==> src/hdl/hts_pkg.sv <==
// ----------------------------------------------------------------------------
// hts_pkg
// Shared types, command and event codes and the deadline ordering function
// used by the timer scheduler ring.
// ----------------------------------------------------------------------------
package hts_pkg;

  localparam logic [1:0] CMD_START = 2'd0;
  localparam logic [1:0] CMD_STOP  = 2'd1;
  localparam logic [1:0] CMD_TICK  = 2'd2;

  localparam logic [1:0] EVT_STARTED  = 2'd0;
  localparam logic [1:0] EVT_REJECTED = 2'd1;
  localparam logic [1:0] EVT_FIRED    = 2'd2;

  // what the head unit does with each slot passing by during one rotation
  typedef enum logic [1:0] {
    PM_STOP,
    PM_FIND,
    PM_WRITE
  } pass_mode_t;

  // one timer slot, id kept apart since its width is a parameter
  typedef struct packed {
    logic [31:0] deadline;
    logic [23:0] period;
    logic [15:0] order;
    logic        periodic;
    logic        cancelled;
  } entry_t;

  // per-cycle control from the sequencer to the head unit
  typedef struct packed {
    logic       shift;
    pass_mode_t mode;
    logic       first;
    logic       in_use;
    logic       last;
    logic       target;
  } head_ctrl_t;

  // wrapping deadline compare, enqueue order breaks ties
  function automatic logic earlier(entry_t a, entry_t b);
    logic [31:0] d;
    logic [15:0] o;
    d = a.deadline - b.deadline;
    o = a.order - b.order;
    if (d != 32'd0) return d[31];
    return o[15];
  endfunction

endpackage

==> src/hdl/hts_cell.sv <==
// ----------------------------------------------------------------------------
// hts_cell
// One slot of the timer ring: holds an entry and hands it to its neighbor
// on every cycle that the ring rotates.
// ----------------------------------------------------------------------------
module hts_cell #(
  parameter int ID_BITS = 16
) (
  input  logic                 clk,
  input  logic                 en,
  input  hts_pkg::entry_t      d_ent,
  input  logic [ID_BITS-1:0]   d_ident,
  output hts_pkg::entry_t      q_ent,
  output logic [ID_BITS-1:0]   q_ident
);
  import hts_pkg::*;

  entry_t             ent_r;
  logic [ID_BITS-1:0] ident_r;

  always_ff @(posedge clk) begin
    if (en) begin
      ent_r   <= d_ent;
      ident_r <= d_ident;
    end
  end

  assign q_ent   = ent_r;
  assign q_ident = ident_r;

endmodule

==> src/hdl/hts_head.sv <==
// ----------------------------------------------------------------------------
// hts_head
// Head of the timer ring. Sees one slot per cycle in slot order, finds the
// earliest entry, captures the last slot, cancels a matching id or writes
// a new entry into the target slot before it re-enters the ring.
// ----------------------------------------------------------------------------
module hts_head #(
  parameter int MAX_TIMERS = 64,
  parameter int ID_BITS    = 16
) (
  input  logic                              clk,
  input  logic                              rst_n,
  input  hts_pkg::head_ctrl_t               ctrl,
  input  logic [$clog2(MAX_TIMERS)-1:0]     pos,
  input  logic [15:0]                       stop_id,
  input  hts_pkg::entry_t                   wr_ent,
  input  logic [ID_BITS-1:0]                wr_ident,
  input  hts_pkg::entry_t                   cur_ent,
  input  logic [ID_BITS-1:0]                cur_ident,
  output hts_pkg::entry_t                   ret_ent,
  output logic [ID_BITS-1:0]                ret_ident,
  output hts_pkg::entry_t                   best_ent,
  output logic [ID_BITS-1:0]                best_ident,
  output logic [$clog2(MAX_TIMERS)-1:0]     best_idx,
  output hts_pkg::entry_t                   last_ent,
  output logic [ID_BITS-1:0]                last_ident
);
  import hts_pkg::*;

  localparam int IdxW = $clog2(MAX_TIMERS);
  localparam int CmpW = (ID_BITS > 16) ? ID_BITS : 16;

  entry_t             best_ent_r;
  logic [ID_BITS-1:0] best_ident_r;
  logic [IdxW-1:0]    best_idx_r;
  entry_t             last_ent_r;
  logic [ID_BITS-1:0] last_ident_r;
  logic               matched_r;

  logic id_match;
  logic stop_hit;
  logic take_best;

  assign id_match = (CmpW'(cur_ident) == CmpW'(stop_id));

  // only the lowest live matching slot gets cancelled
  assign stop_hit = (ctrl.mode == PM_STOP) && ctrl.in_use && !cur_ent.cancelled &&
                    id_match && (ctrl.first || !matched_r);

  // slot zero seeds the search, later slots replace only when strictly earlier
  assign take_best = (ctrl.mode == PM_FIND) &&
                     (ctrl.first || (ctrl.in_use && earlier(cur_ent, best_ent_r)));

  always_comb begin
    ret_ent   = cur_ent;
    ret_ident = cur_ident;
    if (stop_hit) begin
      ret_ent.cancelled = 1'b1;
    end
    if ((ctrl.mode == PM_WRITE) && ctrl.target) begin
      ret_ent   = wr_ent;
      ret_ident = wr_ident;
    end
  end

  always_ff @(posedge clk) begin
    if (!rst_n) begin
      matched_r <= 1'b0;
    end else if (ctrl.shift && (ctrl.mode == PM_STOP)) begin
      matched_r <= stop_hit | (!ctrl.first & matched_r);
    end
  end

  always_ff @(posedge clk) begin
    if (ctrl.shift && take_best) begin
      best_ent_r   <= cur_ent;
      best_ident_r <= cur_ident;
      best_idx_r   <= pos;
    end
    if (ctrl.shift && (ctrl.mode == PM_FIND) && ctrl.last) begin
      last_ent_r   <= cur_ent;
      last_ident_r <= cur_ident;
    end
  end

  assign best_ent   = best_ent_r;
  assign best_ident = best_ident_r;
  assign best_idx   = best_idx_r;
  assign last_ent   = last_ent_r;
  assign last_ident = last_ident_r;

endmodule

==> src/hdl/heap_timer_scheduler.sv <==
// ----------------------------------------------------------------------------
// heap_timer_scheduler
// Timer queue keyed by deadline with lazy cancel. Slots live in a ring of
// cells that rotates past one head unit, which searches and edits them.
//
//   channel  ports                                        direction
//   in       in_valid/in_ready, command interval periodic  consumer
//            timer_id
//   out      out_valid/out_ready, event_kind event_id      producer
//            event_time
//
// a start files the entry in one ring rotation, a full-queue start is
// rejected without one, a stop takes one rotation and a tick up to two (one
// rotation to find the earliest entry, one to update or remove it).
// rst_n is synchronous; no clearing pass, slot contents are valid by count.
// in_ready is high only between commands; a result waiting in the output
// register does not stop the next command until it has a result of its own.
// ----------------------------------------------------------------------------
module heap_timer_scheduler #(
  parameter int MAX_TIMERS = 64,
  parameter int ID_BITS    = 16
) (
  input  logic        clk,
  input  logic        rst_n,
  input  logic        in_valid,
  output logic        in_ready,
  input  logic [1:0]  in_command,
  input  logic [23:0] in_interval,
  input  logic        in_periodic,
  input  logic [15:0] in_timer_id,
  output logic        out_valid,
  input  logic        out_ready,
  output logic [1:0]  out_event_kind,
  output logic [15:0] out_event_id,
  output logic [31:0] out_event_time
);
  import hts_pkg::*;

  localparam int IdxW = $clog2(MAX_TIMERS);
  localparam int CntW = $clog2(MAX_TIMERS + 1);
  localparam logic [IdxW-1:0] LastPos = IdxW'(MAX_TIMERS - 1);
  localparam logic [CntW-1:0] Full    = CntW'(MAX_TIMERS);

  typedef enum logic [1:0] {
    S_IDLE,
    S_PASS,
    S_RESOLVE,
    S_DONE
  } state_t;

  state_t             state_r;
  pass_mode_t         mode_r;
  logic [IdxW-1:0]    pos_r;
  logic [IdxW-1:0]    target_r;
  logic [CntW-1:0]    count_r;
  logic [31:0]        now_r;
  logic [15:0]        seq_r;
  logic [ID_BITS-1:0] next_id_r;
  logic [15:0]        stop_id_r;
  entry_t             wr_ent_r;
  logic [ID_BITS-1:0] wr_ident_r;
  logic               res_pend_r;
  logic [1:0]         res_kind_r;
  logic [15:0]        res_id_r;
  logic               out_valid_r;
  logic [1:0]         out_kind_r;
  logic [15:0]        out_id_r;
  logic [31:0]        out_time_r;

  head_ctrl_t         ctrl;
  entry_t             ring_ent   [MAX_TIMERS];
  logic [ID_BITS-1:0] ring_ident [MAX_TIMERS];
  entry_t             ret_ent;
  logic [ID_BITS-1:0] ret_ident;
  entry_t             best_ent;
  logic [ID_BITS-1:0] best_ident;
  logic [IdxW-1:0]    best_idx;
  entry_t             last_ent;
  logic [ID_BITS-1:0] last_ident;
  entry_t             refire_ent;
  logic [31:0]        due_diff;
  logic               due;

  assign ctrl.shift  = (state_r == S_PASS);
  assign ctrl.mode   = mode_r;
  assign ctrl.first  = (pos_r == '0);
  assign ctrl.in_use = (CntW'(pos_r) < count_r);
  assign ctrl.last   = ((CntW'(pos_r) + CntW'(1)) == count_r);
  assign ctrl.target = (pos_r == target_r);

  hts_head #(
    .MAX_TIMERS (MAX_TIMERS),
    .ID_BITS    (ID_BITS)
  ) u_head (
    .clk        (clk),
    .rst_n      (rst_n),
    .ctrl       (ctrl),
    .pos        (pos_r),
    .stop_id    (stop_id_r),
    .wr_ent     (wr_ent_r),
    .wr_ident   (wr_ident_r),
    .cur_ent    (ring_ent[0]),
    .cur_ident  (ring_ident[0]),
    .ret_ent    (ret_ent),
    .ret_ident  (ret_ident),
    .best_ent   (best_ent),
    .best_ident (best_ident),
    .best_idx   (best_idx),
    .last_ent   (last_ent),
    .last_ident (last_ident)
  );

  // cell k holds slot pos+k; the head feeds the far end
  for (genvar k = 0; k < MAX_TIMERS; k++) begin : g_ring
    if (k == MAX_TIMERS - 1) begin : g_tail
      hts_cell #(.ID_BITS(ID_BITS)) u_cell (
        .clk     (clk),
        .en      (ctrl.shift),
        .d_ent   (ret_ent),
        .d_ident (ret_ident),
        .q_ent   (ring_ent[k]),
        .q_ident (ring_ident[k])
      );
    end else begin : g_mid
      hts_cell #(.ID_BITS(ID_BITS)) u_cell (
        .clk     (clk),
        .en      (ctrl.shift),
        .d_ent   (ring_ent[k+1]),
        .d_ident (ring_ident[k+1]),
        .q_ent   (ring_ent[k]),
        .q_ident (ring_ident[k])
      );
    end
  end

  // fires once now is strictly past the deadline, wrapping
  assign due_diff = now_r - best_ent.deadline;
  assign due      = !due_diff[31] && (due_diff != 32'd0);

  always_comb begin
    refire_ent          = best_ent;
    refire_ent.deadline = now_r + 32'(best_ent.period);
    refire_ent.order    = seq_r;
  end

  always_ff @(posedge clk) begin
    if (!rst_n) begin
      state_r     <= S_IDLE;
      mode_r      <= PM_STOP;
      pos_r       <= '0;
      count_r     <= '0;
      now_r       <= '0;
      seq_r       <= '0;
      next_id_r   <= '0;
      res_pend_r  <= 1'b0;
      out_valid_r <= 1'b0;
    end else begin
      if (out_valid_r && out_ready && (state_r != S_DONE)) begin
        out_valid_r <= 1'b0;
      end
      unique case (state_r)
        S_IDLE: begin
          if (in_valid) begin
            case (in_command)
              CMD_START: begin
                res_pend_r <= 1'b1;
                if (count_r == Full) begin
                  res_kind_r <= EVT_REJECTED;
                  res_id_r   <= 16'd0;
                  state_r    <= S_DONE;
                end else begin
                  wr_ent_r.deadline  <= now_r + 32'(in_interval);
                  wr_ent_r.period    <= in_interval;
                  wr_ent_r.order     <= seq_r;
                  wr_ent_r.periodic  <= in_periodic;
                  wr_ent_r.cancelled <= 1'b0;
                  wr_ident_r         <= next_id_r;
                  target_r           <= IdxW'(count_r);
                  count_r            <= count_r + CntW'(1);
                  seq_r              <= seq_r + 16'd1;
                  next_id_r          <= next_id_r + ID_BITS'(1);
                  res_kind_r         <= EVT_STARTED;
                  res_id_r           <= 16'(next_id_r);
                  mode_r             <= PM_WRITE;
                  state_r            <= S_PASS;
                end
              end
              CMD_STOP: begin
                stop_id_r  <= in_timer_id;
                res_pend_r <= 1'b0;
                mode_r     <= PM_STOP;
                state_r    <= S_PASS;
              end
              CMD_TICK: begin
                now_r      <= now_r + 32'd1;
                res_pend_r <= 1'b0;
                if (count_r != '0) begin
                  mode_r  <= PM_FIND;
                  state_r <= S_PASS;
                end
              end
              default: ;
            endcase
          end
        end
        S_PASS: begin
          if (pos_r == LastPos) begin
            pos_r <= '0;
            if (mode_r == PM_FIND) begin
              state_r <= S_RESOLVE;
            end else if (res_pend_r) begin
              state_r <= S_DONE;
            end else begin
              state_r <= S_IDLE;
            end
          end else begin
            pos_r <= pos_r + IdxW'(1);
          end
        end
        S_RESOLVE: begin
          target_r <= best_idx;
          mode_r   <= PM_WRITE;
          if (best_ent.cancelled) begin
            // quiet removal, last slot moves into the freed one
            wr_ent_r   <= last_ent;
            wr_ident_r <= last_ident;
            count_r    <= count_r - CntW'(1);
            state_r    <= S_PASS;
          end else if (due) begin
            res_pend_r <= 1'b1;
            res_kind_r <= EVT_FIRED;
            res_id_r   <= 16'(best_ident);
            state_r    <= S_PASS;
            if (best_ent.periodic) begin
              wr_ent_r   <= refire_ent;
              wr_ident_r <= best_ident;
              seq_r      <= seq_r + 16'd1;
            end else begin
              wr_ent_r   <= last_ent;
              wr_ident_r <= last_ident;
              count_r    <= count_r - CntW'(1);
            end
          end else begin
            state_r <= S_IDLE;
          end
        end
        S_DONE: begin
          if (!out_valid_r || out_ready) begin
            out_valid_r <= 1'b1;
            out_kind_r  <= res_kind_r;
            out_id_r    <= res_id_r;
            out_time_r  <= now_r;
            state_r     <= S_IDLE;
          end
        end
        default: state_r <= S_IDLE;
      endcase
    end
  end

  assign in_ready       = (state_r == S_IDLE);
  assign out_valid      = out_valid_r;
  assign out_event_kind = out_kind_r;
  assign out_event_id   = out_id_r;
  assign out_event_time = out_time_r;

  a_count_bound: assert property (@(posedge clk) disable iff (!rst_n)
    count_r <= Full)
    else $error("entry count above capacity");

  a_ring_aligned: assert property (@(posedge clk) disable iff (!rst_n)
    (state_r != S_PASS) |-> (pos_r == '0))
    else $error("ring left unaligned outside a rotation");

  a_reject_keeps_count: assert property (@(posedge clk) disable iff (!rst_n)
    (in_valid && in_ready && (in_command == CMD_START) && (count_r == Full))
      |=> ((count_r == $past(count_r)) && (state_r == S_DONE)))
    else $error("rejected start changed the queue");

  a_find_resolves: assert property (@(posedge clk) disable iff (!rst_n)
    ((state_r == S_PASS) && (pos_r == LastPos) && (mode_r == PM_FIND))
      |=> (state_r == S_RESOLVE))
    else $error("search rotation did not resolve");

endmodule

==> config.mk <==
export PLATFORM = sky130hd
export DESIGN_NAME = heap_timer_scheduler
export DESIGN_NICKNAME = d
export VERILOG_FILES = /design/src/hdl/hts_pkg.sv /design/src/hdl/hts_cell.sv /design/src/hdl/hts_head.sv /design/src/hdl/heap_timer_scheduler.sv
export SDC_FILE = /design/constraint.sdc
export NUM_CORES = 2
export LEC_CHECK = 0
export BUFFER_PORTS_ARGS = -buffer_cell sky130_fd_sc_hd__buf_2
export CORE_MARGIN = 5
export CORE_UTILIZATION = 30
export CTS_BUF_LIST = sky130_fd_sc_hd__clkbuf_8
export CTS_CLUSTER_DIAMETER = 100
export CTS_CLUSTER_SIZE = 14
export DETAILED_ROUTE_END_ITERATION = 10
export GPL_TIMING_DRIVEN = 0
export PLACE_DENSITY = 0.52
export SYNTH_ARGS = -nofsm -noshare
export SYNTH_HDL_FRONTEND = slang
export SYNTH_SLANG_ARGS = --single-unit
==> constraint.sdc <==
create_clock -name clk -period 311.5 [get_ports clk]
set_input_delay 46.725 -clock clk [delete_from_list [all_inputs] [get_ports clk]]
set_output_delay 46.725 -clock clk [all_outputs]
set_load 0.05 [all_outputs]
==> flow_summary.yaml <==
run_status:
  status: "completed"
global_routing:
  top_usage_layer: "met2"
  met1_usage: 0.129
  grt_pass1_vias: 73800
  grt.total_usage: 0.0878
  grt_overflow_total: 0
  met3_usage: 0.0183
  grt_max_degree: 159
  grt_pass1_wl_um: 467000
  grt_antenna_before_repair: 46
  grt_use_met2: 0.130
final_layout:
  layout.nets: 9026
  nFillCells: 60800
  layout_common_cells: "edfxtp_1 (6126), clkbuf_8 (522), nand2_1 (262), nor2_1 (171), a21oi_1 (152)"
  multiInputGateArea_um2: 11600
  drive_above_1_share: 0.101
  syn_to_final_growth_pct: 10.9
  regArea_um2: 186000
  instances_no_fill: 17700
  final_common_cell: "edfxtp_1"
logic_synthesis:
  synth_top_family_by_area: "compound AO/OA/AOI/OAI gates"
  synth-seq-area-share: 0.938
  synthSimpleGateAreaFrac: 0.0176
  synth_compound_area_frac: 0.0188
  syn-mean-instance-area_um2: 24.4
  synth-xor-area-share: 0.00641
  synth_top_area_frac: 0.929
  ys_async_sr_fraction: 0
  ys_ff_latch: 6210
  ys.flop_type: "edfxtp_1"
  ys_warn_count: 0
  synth.area.mux_share: 0.00622
  synth_area_leaders: "edfxtp_1 (93%), ha_1 (0.90%), dfxtp_1 (0.85%), mux2_2 (0.51%), nand2_1 (0.50%)"
  synth_top_area_cell: "edfxtp_1"
  yosysUniqueCellTypes: 80
  syn-cell-area_um2: 198000
  syn-num-nets: 8321
  synth_cells: 8127
  synth_edf_count: 6126
  synthAdderAreaFrac: 0.00944
power:
  powerDensity_nw_per_um2: 6.86
  p_seq_frac: 0.689
  intPower_mw: 1.19
  pwr-share-clk: 0.275
  ir_drop_mv: 0.00512
  p_sw_mw: 0.320
  p_sw_frac: 0.212
  leakage_nw: 68.5
  combPwrFrac: 0.035
clock_network:
  cts_inserted_buffers: 519
  cts.sinks: 6210
  cts_htree_levels: 6
  cts_hold_buf: 0
  clock_latency_ns: 1.21
  clkTransAtPathRegs_ns: 0.10
  cts_root_buf: "clkbuf_8"
  cts_resized: 0
  cts_tree: "done"
  cts.path.max_buffers: 4
  postCtsSetupBuffers: 0
sta:
  tns_ns: 0
  timing.final.crit_period_ns: 49.57
  worst_slew_pin_slew_ns: 1.31
  hold_viol_final: 0
  fmax_mhz: 20.2
  setup_violations: 0
  grt_setup_unrepaired: "no"
  report.final.slew_viol_count: 0
  finalClockSkew_ns: 0.0851
  slew_headroom: 0.129
  finalCritPeriodShare: 0.159
floorplan:
  io_pins: 99
  core-area_um2: 658000
  die_w_um: 822
  dieArea_um2: 676000
  rows: 298
  start_util: 0.301
  die_h_um: 822
route:
  drt-initial-drc-count: 6507
  drt_first_pass_iters: 7
  vias_per_cell: 4.17
  wl_um: 314000
  ant_nets: 0
  routedWlPerCell_um: 17.8
  drc_errors: 0
  vias: 73800
setup_path:
  cp-start-kind: "input port"
  reg2regPathDepth: 20
  worstPathArrival_ns: 50.52
  critPathKind: "in2reg"
  cp-end-kind: "flop"
  cp.required_ns: 312.45
  cp_max_fo: 4
placement:
  port_buffers: 98
  dp_hpwl_um: 179000
  placed_cells: 17000
  gp_congestion: 0.792
run:
  drv_cap: 0
hold_path:
  hold_depth: 0
  hold_class: "reg2reg"
[cell usage after synthesis, types with 68 or more instances]
cell type and number:
nand2_1 262, xor2_1 80, inv_1 100, clkbuf_1 76
ha_1 143, edfxtp_1 6126, a21oi_1 152, dfxtp_1 84
nand3_1 68, nor2_1 171, mux2_2 89, o21ai_0 121
[final cells by class]
| cell class | instances | share of cell area |
|---|---|---|
| Antenna cell | 16 | 0.000182 |
| Buffer | 94 | 0.00176 |
| Clock buffer | 522 | 0.0327 |
| Clock inverter | 125 | 0.00535 |
| Inverter | 101 | 0.00176 |
| Multi-Input combinational cell | 1722 | 0.0530 |
| Sequential cell | 6210 | 0.846 |
| Tap cell | 8700 | 0.0496 |
| Timing Repair Buffer | 184 | 0.0101 |
[per-stage QoR]
stage | area (um2) | hold WS (ns) | power (mW) | utilization | worst slack [ns]
finish | 220000 | 0.363 | 1.51 | 0.334 | 261.93
global route | 220000 | 0.379 | 1.58 | 0.334 | 261.97
CTS | 219000 | 0.359 | 1.54 | 0.334 | 261.96
detailed placement | 211000 | 0.405 | 1.11 | 0.321 | 260.55
global placement | 209000 | 0.401 | 1.73 | 0.318 | 128.91
floorplan | 198000 | 0.400 | 1.58 | - | 183.68
[kinds of logic after synthesis]
| family | after synthesis |
|---|---|
| buffers and inverters | 195 |
| DFF | 6210 |
| adders and majority gates | 147 |
| xor gates and xnor gates | 145 |
| and+or+nand+nor | 740 |
| muxes | 112 |
| AOI/OAI and AO/OA | 578 |
[path summary, 6_finish.rpt]
path,start,endpoint,slack (ns)
worst min-delay path,g_ring[1].g_mid.u_cell.q_ent[19],g_ring[0].g_mid.u_cell.q_ent[19],0.36
worst min register to register,g_ring[1].g_mid.u_cell.q_ent[19],g_ring[0].g_mid.u_cell.q_ent[19],0.36
worst max-delay path,in_interval[1],wr_ent_r[71],261.93
worst max register to register,now_r[1],wr_ent_r[35],304.69
[sequential cells by signal, indices dropped and copies added (netlist names), 32 cells and up]
signal / cells
u_head.best_ent: 74
g_ring.g_tail.u_cell.q_ent: 74
g_ring.g_mid.u_cell.q_ident: 1008
u_head.last_ent: 74
now_r: 32
wr_ent_r: 74
g_ring.g_mid.u_cell.q_ent: 4662
out_event_time: 32
[power by group through the flow]
| stage | registers, mW | logic [mW] | clock network, mW |
|---|---|---|---|
| CTS | 1.04 | 0.0547 | 0.443 |
| global route | 1.05 | 0.0583 | 0.476 |
| finish | 1.04 | 0.0530 | 0.415 |
| floorplan | 1.54 | 0.0339 | 0 |
| detailed placement | 1.06 | 0.0552 | 0 |
| global placement | 1.68 | 0.0464 | 0 |
[routing by layer]
layer / part of all wire / vias up / wire [um]
met5: 0.00040 / - / 126
met4: 0.031 / 20 / 9800
met3: 0.048 / 618 / 15000
met2: 0.44 / 1286 / 137000
met1: 0.48 / 38400 / 152000
li1: - / 33500 / -
[critical path, stage by stage]
cell       delay, ns
buf_2           0.13
ha_1            0.29
a21o_1          0.19
a21oi_1         0.30
o21a_1          0.21
o2111ai_1       0.14
a31oi_1         0.61
o21a_1          0.24
o41ai_1         0.12
o41ai_1         0.62
clkbuf_2        0.29
mux2i_1         0.21
a21oi_1         0.09
a211oi_1        0.34
No activity file was read; power rests on OpenSTA's default activity.
